## src/indexed_insert_delete_list_unit_macros.svh

```systemverilog
// ============================================================================
// Assertion macros for the indexed insert/delete list unit
// Shared concurrent assertion forms used by the list unit RTL.
// ============================================================================
`ifndef INDEXED_INSERT_DELETE_LIST_UNIT_MACROS_SVH
`define INDEXED_INSERT_DELETE_LIST_UNIT_MACROS_SVH

// Same-cycle implication.
`define IIDL_ASSERT_IMP(label, clk, rst_n, ante, cons, msg) \
	label: assert property (@(posedge clk) disable iff (!rst_n) (ante) |-> (cons)) \
		else $error(msg);

// Next-cycle implication.
`define IIDL_ASSERT_NXT(label, clk, rst_n, ante, cons, msg) \
	label: assert property (@(posedge clk) disable iff (!rst_n) (ante) |=> (cons)) \
		else $error(msg);

// Invariant that holds at every clock edge out of reset.
`define IIDL_ASSERT_ALW(label, clk, rst_n, expr, msg) \
	`IIDL_ASSERT_IMP(label, clk, rst_n, 1'b1, expr, msg)

`endif

```

## src/iidl_pkg.sv

```systemverilog
// ============================================================================
// iidl_pkg
// Types and constants shared by the indexed insert/delete list unit.
// ============================================================================
package iidl_pkg;

	localparam int unsigned DEPTH_DEF      = 16;
	localparam int unsigned DATA_WIDTH_DEF = 32;

	localparam int unsigned OP_W     = 2;
	localparam int unsigned POS_W    = 5;
	localparam int unsigned VALUE_W  = 32;
	localparam int unsigned STATUS_W = 2;
	localparam int unsigned COUNT_W  = 5;
	localparam int unsigned LIMIT_W  = 5;

	localparam logic [LIMIT_W-1:0] LIMIT_RESET = 5'd16;

	localparam logic [OP_W-1:0] OP_APPEND = 2'd0;
	localparam logic [OP_W-1:0] OP_INSERT = 2'd1;
	localparam logic [OP_W-1:0] OP_DELETE = 2'd2;
	localparam logic [OP_W-1:0] OP_READ   = 2'd3;

	localparam logic [STATUS_W-1:0] STATUS_OK    = 2'd0;
	localparam logic [STATUS_W-1:0] STATUS_RANGE = 2'd1;
	localparam logic [STATUS_W-1:0] STATUS_FULL  = 2'd2;

	typedef struct packed {
		logic [OP_W-1:0]           op;
		logic [POS_W-1:0]          position;
		logic signed [VALUE_W-1:0] new_value;
	} req_t;

	typedef struct packed {
		logic [STATUS_W-1:0]       status;
		logic signed [VALUE_W-1:0] read_value;
		logic [COUNT_W-1:0]        entry_count;
	} rsp_t;

	typedef enum logic [1:0] {
		ST_IDLE,
		ST_READ,
		ST_SHIFT
	} state_t;

endpackage

```

## src/iidl_mem.sv

```systemverilog
// ============================================================================
// iidl_mem
// Entry storage: one write port and one read port with registered read data.
// ============================================================================
module iidl_mem #(
	parameter int unsigned DEPTH      = 16,
	parameter int unsigned DATA_WIDTH = 32,
	localparam int unsigned AW        = (DEPTH > 1) ? $clog2(DEPTH) : 1
) (
	input  logic                  clk,
	input  logic                  we,
	input  logic [AW-1:0]         waddr,
	input  logic [DATA_WIDTH-1:0] wdata,
	input  logic                  re,
	input  logic [AW-1:0]         raddr,
	output logic [DATA_WIDTH-1:0] rdata
);

	logic [DATA_WIDTH-1:0] mem [DEPTH];

	always_ff @(posedge clk) begin
		if (we) begin
			mem[waddr] <= wdata;
		end
	end

	always_ff @(posedge clk) begin
		if (re) begin
			rdata <= mem[raddr];
		end
	end

endmodule

```

## src/iidl_ctrl.sv

```systemverilog
// ============================================================================
// iidl_ctrl
// Request sequencer: checks each request, moves entries through the memory
// one per cycle for insert and delete, and registers the result.
// ============================================================================
`include "indexed_insert_delete_list_unit_macros.svh"

module iidl_ctrl #(
	parameter int unsigned DEPTH      = 16,
	parameter int unsigned DATA_WIDTH = 32,
	localparam int unsigned AW        = (DEPTH > 1) ? $clog2(DEPTH) : 1
) (
	input  logic                          clk,
	input  logic                          arst_n,
	input  logic                          start,
	input  iidl_pkg::req_t                request,
	input  logic [iidl_pkg::LIMIT_W-1:0]  list_limit,
	output logic                          busy,
	output logic                          done,
	output iidl_pkg::rsp_t                result,
	output logic                          mem_we,
	output logic [AW-1:0]                 mem_waddr,
	output logic [DATA_WIDTH-1:0]         mem_wdata,
	output logic                          mem_re,
	output logic [AW-1:0]                 mem_raddr,
	input  logic [DATA_WIDTH-1:0]         mem_rdata
);

	import iidl_pkg::*;

	localparam int unsigned CW    = $clog2(DEPTH + 1);
	localparam int unsigned CMPW  = (CW > POS_W) ? CW : POS_W;
	localparam int unsigned EXT_W = (DATA_WIDTH > VALUE_W) ? DATA_WIDTH : VALUE_W;

	state_t                state_q, state_d;
	logic [CW-1:0]         count_q, count_d;
	logic [AW-1:0]         rd_ptr_q, rd_ptr_d;
	logic [CW-1:0]         moves_q, moves_d;
	logic                  pend_q, pend_d;
	logic [AW-1:0]         pend_addr_q, pend_addr_d;
	logic                  ins_q, ins_d;
	logic [AW-1:0]         pos_q, pos_d;
	logic [DATA_WIDTH-1:0] val_q, val_d;
	logic                  done_q, done_d;
	rsp_t                  rsp_q, rsp_d;

	logic [CMPW-1:0]         count_ext;
	logic [CMPW-1:0]         pos_ext;
	logic [CMPW-1:0]         limit_ext;
	logic [CMPW-1:0]         eff_limit;
	logic                    full;
	logic [DATA_WIDTH-1:0]   in_val;
	logic signed [EXT_W-1:0] rd_ext;

	assign count_ext = CMPW'(count_q);
	assign pos_ext   = CMPW'(request.position);
	assign limit_ext = CMPW'(list_limit);
	assign eff_limit = (limit_ext > CMPW'(DEPTH)) ? CMPW'(DEPTH) : limit_ext;
	assign full      = count_ext >= eff_limit;
	assign in_val    = DATA_WIDTH'($unsigned(request.new_value));
	assign rd_ext    = EXT_W'($signed(mem_rdata));

	assign busy   = state_q != ST_IDLE;
	assign done   = done_q;
	assign result = rsp_q;

	always_comb begin
		state_d     = state_q;
		count_d     = count_q;
		rd_ptr_d    = rd_ptr_q;
		moves_d     = moves_q;
		pend_d      = 1'b0;
		pend_addr_d = pend_addr_q;
		ins_d       = ins_q;
		pos_d       = pos_q;
		val_d       = val_q;
		done_d      = 1'b0;
		rsp_d       = rsp_q;
		mem_we      = 1'b0;
		mem_waddr   = '0;
		mem_wdata   = '0;
		mem_re      = 1'b0;
		mem_raddr   = '0;

		case (state_q)
			ST_IDLE: begin
				if (start) begin
					ins_d            = request.op == OP_INSERT;
					pos_d            = AW'(request.position);
					val_d            = in_val;
					rsp_d.status     = STATUS_OK;
					rsp_d.read_value = '0;
					case (request.op)
						OP_APPEND: begin
							done_d = 1'b1;
							if (full) begin
								rsp_d.status = STATUS_FULL;
							end else begin
								mem_we    = 1'b1;
								mem_waddr = AW'(count_q);
								mem_wdata = in_val;
								count_d   = count_q + 1'b1;
							end
						end
						OP_INSERT: begin
							if (full) begin
								rsp_d.status = STATUS_FULL;
								done_d       = 1'b1;
							end else if (pos_ext > count_ext) begin
								rsp_d.status = STATUS_RANGE;
								done_d       = 1'b1;
							end else begin
								rd_ptr_d = AW'(count_q - 1'b1);
								moves_d  = CW'(count_ext - pos_ext);
								state_d  = ST_SHIFT;
							end
						end
						OP_DELETE: begin
							if (pos_ext >= count_ext) begin
								rsp_d.status = STATUS_RANGE;
								done_d       = 1'b1;
							end else begin
								rd_ptr_d = AW'(pos_ext + 1'b1);
								moves_d  = CW'(count_ext - pos_ext - 1'b1);
								state_d  = ST_SHIFT;
							end
						end
						default: begin
							if (pos_ext >= count_ext) begin
								rsp_d.status = STATUS_RANGE;
								done_d       = 1'b1;
							end else begin
								mem_re    = 1'b1;
								mem_raddr = AW'(request.position);
								state_d   = ST_READ;
							end
						end
					endcase
				end
			end
			ST_READ: begin
				rsp_d.read_value = rd_ext[VALUE_W-1:0];
				done_d           = 1'b1;
				state_d          = ST_IDLE;
			end
			ST_SHIFT: begin
				if (pend_q) begin
					mem_we    = 1'b1;
					mem_waddr = pend_addr_q;
					mem_wdata = mem_rdata;
				end
				if (moves_q != '0) begin
					mem_re      = 1'b1;
					mem_raddr   = rd_ptr_q;
					rd_ptr_d    = ins_q ? rd_ptr_q - 1'b1 : rd_ptr_q + 1'b1;
					moves_d     = moves_q - 1'b1;
					pend_d      = 1'b1;
					pend_addr_d = ins_q ? rd_ptr_q + 1'b1 : rd_ptr_q - 1'b1;
				end else if (!pend_q) begin
					if (ins_q) begin
						mem_we    = 1'b1;
						mem_waddr = pos_q;
						mem_wdata = val_q;
						count_d   = count_q + 1'b1;
					end else begin
						count_d = count_q - 1'b1;
					end
					done_d  = 1'b1;
					state_d = ST_IDLE;
				end
			end
			default: begin
				state_d = ST_IDLE;
			end
		endcase

		if (done_d) begin
			rsp_d.entry_count = COUNT_W'(count_d);
		end
	end

	always_ff @(posedge clk or negedge arst_n) begin
		if (!arst_n) begin
			state_q <= ST_IDLE;
			count_q <= '0;
			pend_q  <= 1'b0;
			done_q  <= 1'b0;
			moves_q <= '0;
		end else begin
			state_q <= state_d;
			count_q <= count_d;
			pend_q  <= pend_d;
			done_q  <= done_d;
			moves_q <= moves_d;
		end
	end

	always_ff @(posedge clk) begin
		rd_ptr_q    <= rd_ptr_d;
		pend_addr_q <= pend_addr_d;
		ins_q       <= ins_d;
		pos_q       <= pos_d;
		val_q       <= val_d;
		rsp_q       <= rsp_d;
	end

	`IIDL_ASSERT_IMP(a_no_rw_clash, clk, arst_n, mem_we && mem_re, mem_waddr != mem_raddr,
		"Entry move writes the entry it reads in the same cycle.")
	`IIDL_ASSERT_ALW(a_count_bound, clk, arst_n, count_q <= CW'(DEPTH),
		"Entry count exceeds the list depth.")
	`IIDL_ASSERT_NXT(a_accept_progress, clk, arst_n, start && state_q == ST_IDLE,
		done_q || state_q != ST_IDLE, "Accepted transaction neither answered nor in progress.")
	`IIDL_ASSERT_IMP(a_pend_in_shift, clk, arst_n, pend_q, state_q == ST_SHIFT,
		"Pending entry move outside of a shift.")

endmodule

```

## src/indexed_insert_delete_list_unit.sv

```systemverilog
// ============================================================================
// indexed_insert_delete_list_unit
// Bounded ordered list of signed values with append, insert, delete and read.
// ============================================================================
//
// Channel   Direction  Handshake                 Payload
// request   in         start high, busy low      request (op, position, new_value)
// result    out        done strobe, one cycle    result (status, read_value, entry_count)
// config    in         cfg_valid and cfg_ready   cfg_data (list_limit)
//
// Append and every rejected request answer in the cycle after acceptance, and the
// next transaction can be accepted in that cycle. A read answers once its data
// has passed the registered memory read port and then the result register.
// An insert or delete stays busy while it moves entries, since the single
// memory write port moves one entry a cycle.
// Reset empties the list and sets the limit to sixteen; the entry memory is not
// cleared. The result is not held: done marks it for exactly one cycle.

module indexed_insert_delete_list_unit #(
	parameter int unsigned DEPTH      = iidl_pkg::DEPTH_DEF,
	parameter int unsigned DATA_WIDTH = iidl_pkg::DATA_WIDTH_DEF
) (
	input  logic                         clk,
	input  logic                         arst_n,
	input  logic                         start,
	input  iidl_pkg::req_t               request,
	output logic                         busy,
	output logic                         done,
	output iidl_pkg::rsp_t               result,
	input  logic                         cfg_valid,
	output logic                         cfg_ready,
	input  logic [iidl_pkg::LIMIT_W-1:0] cfg_data
);

	import iidl_pkg::*;

	localparam int unsigned AW = (DEPTH > 1) ? $clog2(DEPTH) : 1;

	logic [LIMIT_W-1:0]    limit_q;
	logic                  mem_we;
	logic [AW-1:0]         mem_waddr;
	logic [DATA_WIDTH-1:0] mem_wdata;
	logic                  mem_re;
	logic [AW-1:0]         mem_raddr;
	logic [DATA_WIDTH-1:0] mem_rdata;

	assign cfg_ready = 1'b1;

	always_ff @(posedge clk or negedge arst_n) begin
		if (!arst_n) begin
			limit_q <= LIMIT_RESET;
		end else if (cfg_valid && cfg_ready) begin
			limit_q <= cfg_data;
		end
	end

	iidl_ctrl #(
		.DEPTH      (DEPTH),
		.DATA_WIDTH (DATA_WIDTH)
	) u_ctrl (
		.clk        (clk),
		.arst_n     (arst_n),
		.start      (start),
		.request    (request),
		.list_limit (limit_q),
		.busy       (busy),
		.done       (done),
		.result     (result),
		.mem_we     (mem_we),
		.mem_waddr  (mem_waddr),
		.mem_wdata  (mem_wdata),
		.mem_re     (mem_re),
		.mem_raddr  (mem_raddr),
		.mem_rdata  (mem_rdata)
	);

	iidl_mem #(
		.DEPTH      (DEPTH),
		.DATA_WIDTH (DATA_WIDTH)
	) u_mem (
		.clk   (clk),
		.we    (mem_we),
		.waddr (mem_waddr),
		.wdata (mem_wdata),
		.re    (mem_re),
		.raddr (mem_raddr),
		.rdata (mem_rdata)
	);

endmodule

```

## config.mk

```make
export PLATFORM = sky130hd
export DESIGN_NAME = indexed_insert_delete_list_unit
export DESIGN_NICKNAME = d
export VERILOG_FILES = /design/src/iidl_pkg.sv /design/src/iidl_mem.sv /design/src/iidl_ctrl.sv /design/src/indexed_insert_delete_list_unit.sv
export VERILOG_INCLUDE_DIRS = /design/src /design/src/src
export SDC_FILE = /design/constraint.sdc
export NUM_CORES = 1
export LEC_CHECK = 0
export BUFFER_PORTS_ARGS = -buffer_cell sky130_fd_sc_hd__buf_2
export CAP_MARGIN = 20
export CORE_MARGIN = 4
export CORE_UTILIZATION = 40
export CTS_BUF_LIST = sky130_fd_sc_hd__clkbuf_4 sky130_fd_sc_hd__clkbuf_8 sky130_fd_sc_hd__clkbuf_16
export DETAILED_ROUTE_END_ITERATION = 10
export PLACE_DENSITY = 0.63
export SYNTH_ARGS = -nofsm -noshare
export SYNTH_HDL_FRONTEND = slang
export SYNTH_SLANG_ARGS = --single-unit
```

## constraint.sdc

```tcl
create_clock -name clk -period 7.7 [get_ports clk]
set_input_delay 1.54 -clock clk [delete_from_list [all_inputs] [get_ports clk]]
set_output_delay 1.54 -clock clk [all_outputs]
set_load 0.05 [all_outputs]
```

---- Word-level counts from Yosys, hierarchy flattened ----
Memory sizes are Yosys's and may differ from the RTL's. A register that Yosys moved wholly into a read port is not among the register bits.
Cells that the tools add are included.
storage, ports and cells
  RAM bits ................................ 512
  input bits .............................. 48
  output and inout bits ................... 42
  register bits after elaboration ......... 103
  memories ................................ 1
cells by class
  add/sub/neg operators ................... 8
  magnitude comparators ................... 4
  mux-type cells .......................... 85
  equal/unequal tests ..................... 14
  reductions and logical operators ........ 12
memories
  memory     depth  width  rd ports  clocked after Yosys merged registers in  wr ports  line            source
  u_mem.mem  16     32     1         1                                        1         iidl_mem.sv:19  logic [DATA_WIDTH-1:0] mem [DEPTH];
operator list
  kind                   number
  $mux W32               8
  $pmux W32 S2           2
  $mux W4                18
  $mux W5                12
  $pmux W4 S2            4
  $pmux W5 S2            3
  $mux W1                22
  $mux W2                9
  $sub A5 B1 Y5 const B  3
  $ge A5 B5 Y1           2
  $ne A3 B3 Y1 const B   3
  $add A4 B1 Y4 const B  2
  $ne A2 B2 Y1 const B   4
  $pmux W2 S2            2
  $reduce_and A8 Y1      1
  $reduce_and A7 Y1      1
  $ne A3 B2 Y1 const B   2
  $pmux W1 S2            3
  $pmux W2 S3            1
  $reduce_and A2 Y1      3
  $reduce_bool A2 Y1     3
  $add A5 B1 Y5 const B  1
  $gt A5 B5 Y1           1
  $gt A5 B5 Y1 const B   1
  9 further kinds        12

---- Depth between registers and ports, before layout ----
  word-level depth ........................ 9
  depth in mapped cells ................... 13
  gate-level depth less buffers ........... 12

---- Hierarchy ----
From an unflattened synthesis, not the netlist that was laid out.
second synthesis, totals
  cells, all modules ...................... 1,317
  area, all modules ....................... 25,743.4 µm²
modules (own cells, without submodules)
  module                           cells an instance  times used  area an instance (µm²)
  iidl_mem                         838                1           20,155.6
  iidl_ctrl                        467                1           5,393.9
  indexed_insert_delete_list_unit  12                 1           193.9

---- Least setup slack after synthesis ----
OpenSTA, ideal clock, no wires.
  path kind ............................... input -> register
  start point ............................. input request[37] (netlist name)
  end point ............................... memory u_mem.mem[12][0], enable pin
  arrival ................................. 5.353 ns
  library setup time ...................... 0.468 ns
  buffers on the path ..................... 1
  cell stages on the path ................. 8
  setup slack ............................. 1.880 ns
  data required time ...................... 7.232 ns
  path through ............................ inv_1 ha_1 nand3_1 a311oi_1 clkbuf_1 a22o_1 nor2b_1 nor3b_1
on the way
  longest elaborated chain between the ends .. 6
ends and longest elaborated chain
  what                           line                                   source
  from (decl)                    indexed_insert_delete_list_unit.sv:26  input iidl_pkg::req_t request,
  $logic_not A2 Y1 (*)           iidl_ctrl.sv:93                        case (request.op)
  $mux W1                        iidl_ctrl.sv:93
  $mux W1                        iidl_ctrl.sv:87                        if (start) begin
  $pmux W1 S2                    iidl_ctrl.sv:85                        case (state_q)
  $mux W1                        iidl_mem.sv:22                         if (we) begin
  $mux W1 (not written as such)  iidl_mem.sv:23                         mem[waddr] <= wdata;
  to (decl)                      iidl_mem.sv:19
Every way passes the cells marked *; elsewhere a longest branch is shown, timed or not.

---- Worst setup path in the final report ----
  start point ............................. register u_ctrl.state_q[1]
  end point ............................... memory u_mem.mem[7][23], enable pin
on the way
  longest elaborated chain between the ends .. 4
ends and longest elaborated chain
  what                                                     line              source
  from (decl)                                              iidl_ctrl.sv:35   state_t state_q, state_d;
  from (signal assigned)                                   iidl_ctrl.sv:190  state_q <= state_d;
  $eq A2 B2 Y1 / $logic_not A2 Y1 (equally long branches)  iidl_ctrl.sv:85
  $pmux W1 S2                                              iidl_ctrl.sv:85
  $mux W1                                                  iidl_mem.sv:22
  $mux W1 (not written as such)                            iidl_mem.sv:23
Parallel ways exist; a longest one is shown, timed or not.

==> results.json <==
{
  "finalNetCount": 1829,
  "worstMarginPinSlew_ps": 1050,
  "vias_per_cell": 5.76,
  "clockRootBuffer": "clkbuf_16",
  "postCtsResizedCells": 0,
  "place.gp.congestion": 0.827,
  "synth.area.top_cells": "edfxtp_1 (72%), mux2i_1 (5.1%), a221oi_1 (4.4%)",
  "synth_warnings": 0,
  "core_um2": 64600,
  "crit_arrival_ps": 5140,
  "slew_violations": 0,
  "synth_top_area_share": 0.721,
  "start_util": 0.405,
  "drc": 0,
  "synthArstFlopShare": 0.0294,
  "dieArea_um2": 69500,
  "powerDensity_nw_per_um2": 470,
  "critPathLaunchType": "register",
  "ys_types": 73,
  "ir_drop_mv": 0.466,
  "cts_tree": "yes",
  "grt.total_usage": 0.180,
  "vias": 15361,
  "fin_cells": 2667,
  "synth_top_area_cell": "edfxtp_1",
  "row_count": 93,
  "post-synth-top-count-cell": "edfxtp_1",
  "setup_ws_ps": 2830,
  "clock_latency_ps": 610,
  "rsz0062_at_grt": "no",
  "ant_nets": 0,
  "required_ps": 7970,
  "timing.final.crit_share": 0.632,
  "synth_seq_cells": 647,
  "yosys-top-cells-count": "edfxtp_1 (628), nand2_1 (154), a21oi_1 (142)",
  "hp-class": "reg2reg",
  "ys_seq_area_frac": 0.739,
  "num_antenna_cells": 0,
  "grt_max_degree": 145,
  "gr-total-overflow": 0,
  "hold_slack_ps": 518,
  "path_clk_slew_ps": 60,
  "synth-edff-count": 628,
  "syn_area_per_cell_um2": 15.6,
  "finalSetupTns_ps": 0,
  "fin_skew_ps": 18.8,
  "period_minus_slack_ps": 4870,
  "syn_area_um2": 26200,
  "cp-end-kind": "register",
  "synthCells": 1676,
  "h-tree-depth": 3,
  "outcome": "finished, final reports clean",
  "place_ws_ps": 2510,
  "cts_inserted_buffers": 68,
  "slew_headroom": 0.295,
  "area_delta_synth_final_pct": 14.8,
  "setup_viol": 0,
  "hold_viol": 0,
  "die_w_um": 264,
  "leakage_nw": 10.2,
  "numClockSinks": 647,
  "hpwl_um": 35200,
  "grt_pass1_vias": 15485,
  "wire_per_inst_um": 23.9,
  "timing.fmax_mhz": 205,
  "first_pass_iters": 5,
  "synth-main-ff-cell": "edfxtp_1",
  "ctsLongestPathBuffers": 3,
  "placedCellCount": 2543,
  "io_buffer_count": 88,
  "synth_nets": 1747,
  "criticalPathCategory": "reg2reg",
  "layout-drive-gt1-share": 0.158,
  "drt_iter0_markers": 1541,
  "num_io_pins": 90,
  "critPathMaxFanout": 37,
  "antenna_found_initial": 0,
  "wl_um": 63800,
  "grt_pass1_wl_um": 96800,
  "hold_buffers": 0,
  "maxCapViolCount": 0,
  "cts_setup_buffers": 0,
  "die_y_um": 264
}
final timing paths:
path	from	endpoint	slack (ps)	cells after the start
worst max-delay path	u_ctrl.state_q[1]$_DFFE_PN0P_	u_mem.mem[7][23]$_DFFE_PP_	2830	9
worst min-delay path	limit_q[1]$_DFFE_PN0P_	limit_q[1]$_DFFE_PN0P_	520	1
worst max register to register	u_ctrl.state_q[1]$_DFFE_PN0P_	u_mem.mem[7][23]$_DFFE_PP_	2830	9
worst min register to register	limit_q[1]$_DFFE_PN0P_	limit_q[1]$_DFFE_PN0P_	520	1
max in group asynchronous	arst_n	u_ctrl.state_q[0]$_DFFE_PN0P_	6480	1
min in group asynchronous	arst_n	u_ctrl.moves_q[2]$_DFFE_PN0P_	870	1
per-layer routing:
metal  wire, um  track usage  up-vias
li1           -            -     6827
met1      27800        0.252     7817
met2      30000        0.286      586
met3       3980       0.0346      131
met4       1990       0.0603        0
met5          0            0        -
critical path: stages, from the launching register on:
cell and delay (ps):
dfrtp_1 630, nand2b_1 490, or3_1 620, nor2_4 110, buf_4 480, a22oi_1 190, o2bb2ai_2 490, nand2b_1 350
nor2_4 650, buf_4 470
placed cells by master (no fill, tap or decap), types with 22 or more instances in the layout:
cell type    n
edfxtp_1   628
nand2_1    153
a21oi_1    142
mux2i_1    132
a221oi_1   130
buf_2       88
clkbuf_16   69
nor2_1      50
and2_1      35
a222oi_1    35
or4_1       34
buf_4       27
inv_1       26
ha_1        22
state kept, by name (all words and copies together) (netlist names):
register            flops
u_ctrl.result          39
u_mem.rdata            32
u_ctrl.count_ext        5
u_ctrl.rd_ptr_q         4
limit_q                 5
u_ctrl.done             1
u_ctrl.pend_addr_q      4
u_ctrl.state_q          2
u_ctrl.val_q           32
u_mem.mem             512
u_ctrl.ins_q            1
u_ctrl.pend_q           1
u_ctrl.moves_q          5
u_ctrl.pos_q            4
final cells by class:
class,count,area [um^2]
clock buffer,89,1880
clock inverter,35,422
fill,5514,34600
inverter,28,105
multi-input combinational,886,6340
sequential,647,19300
tap,855,1070
timing repair buffer,127,883
per-stage QoR:
step / cell area, um^2 / util / power (mW)
2_1_floorplan: 26200 / - / 9.17
3_3_place_gp: 27600 / 0.427 / 10.7
3_5_place_dp: 27700 / 0.429 / 10.9
4_1_cts: 30000 / 0.465 / 14.2
5_1_grt: 30000 / 0.465 / 14.9
6_report: 30000 / 0.465 / 14.1
cell families after synthesis:
logic type,count (synthesis),synth area share
compound gates,366,0.102
buf+inv,143,0.0249
flops,647,0.739
simple gates,342,0.0637
other cells,1,0.000143
xor+xnor,18,0.00603
mux,136,0.0522
fa+ha+maj,23,0.0113
power by group:
group / internal, mW / switching (mW)
logic: 1.41 / 3.36
registers: 5.67 / 0.333
clock network: 1.98 / 1.36
total: 9.07 / 5.06
Note: power is estimated with default switching activity, not from simulation.
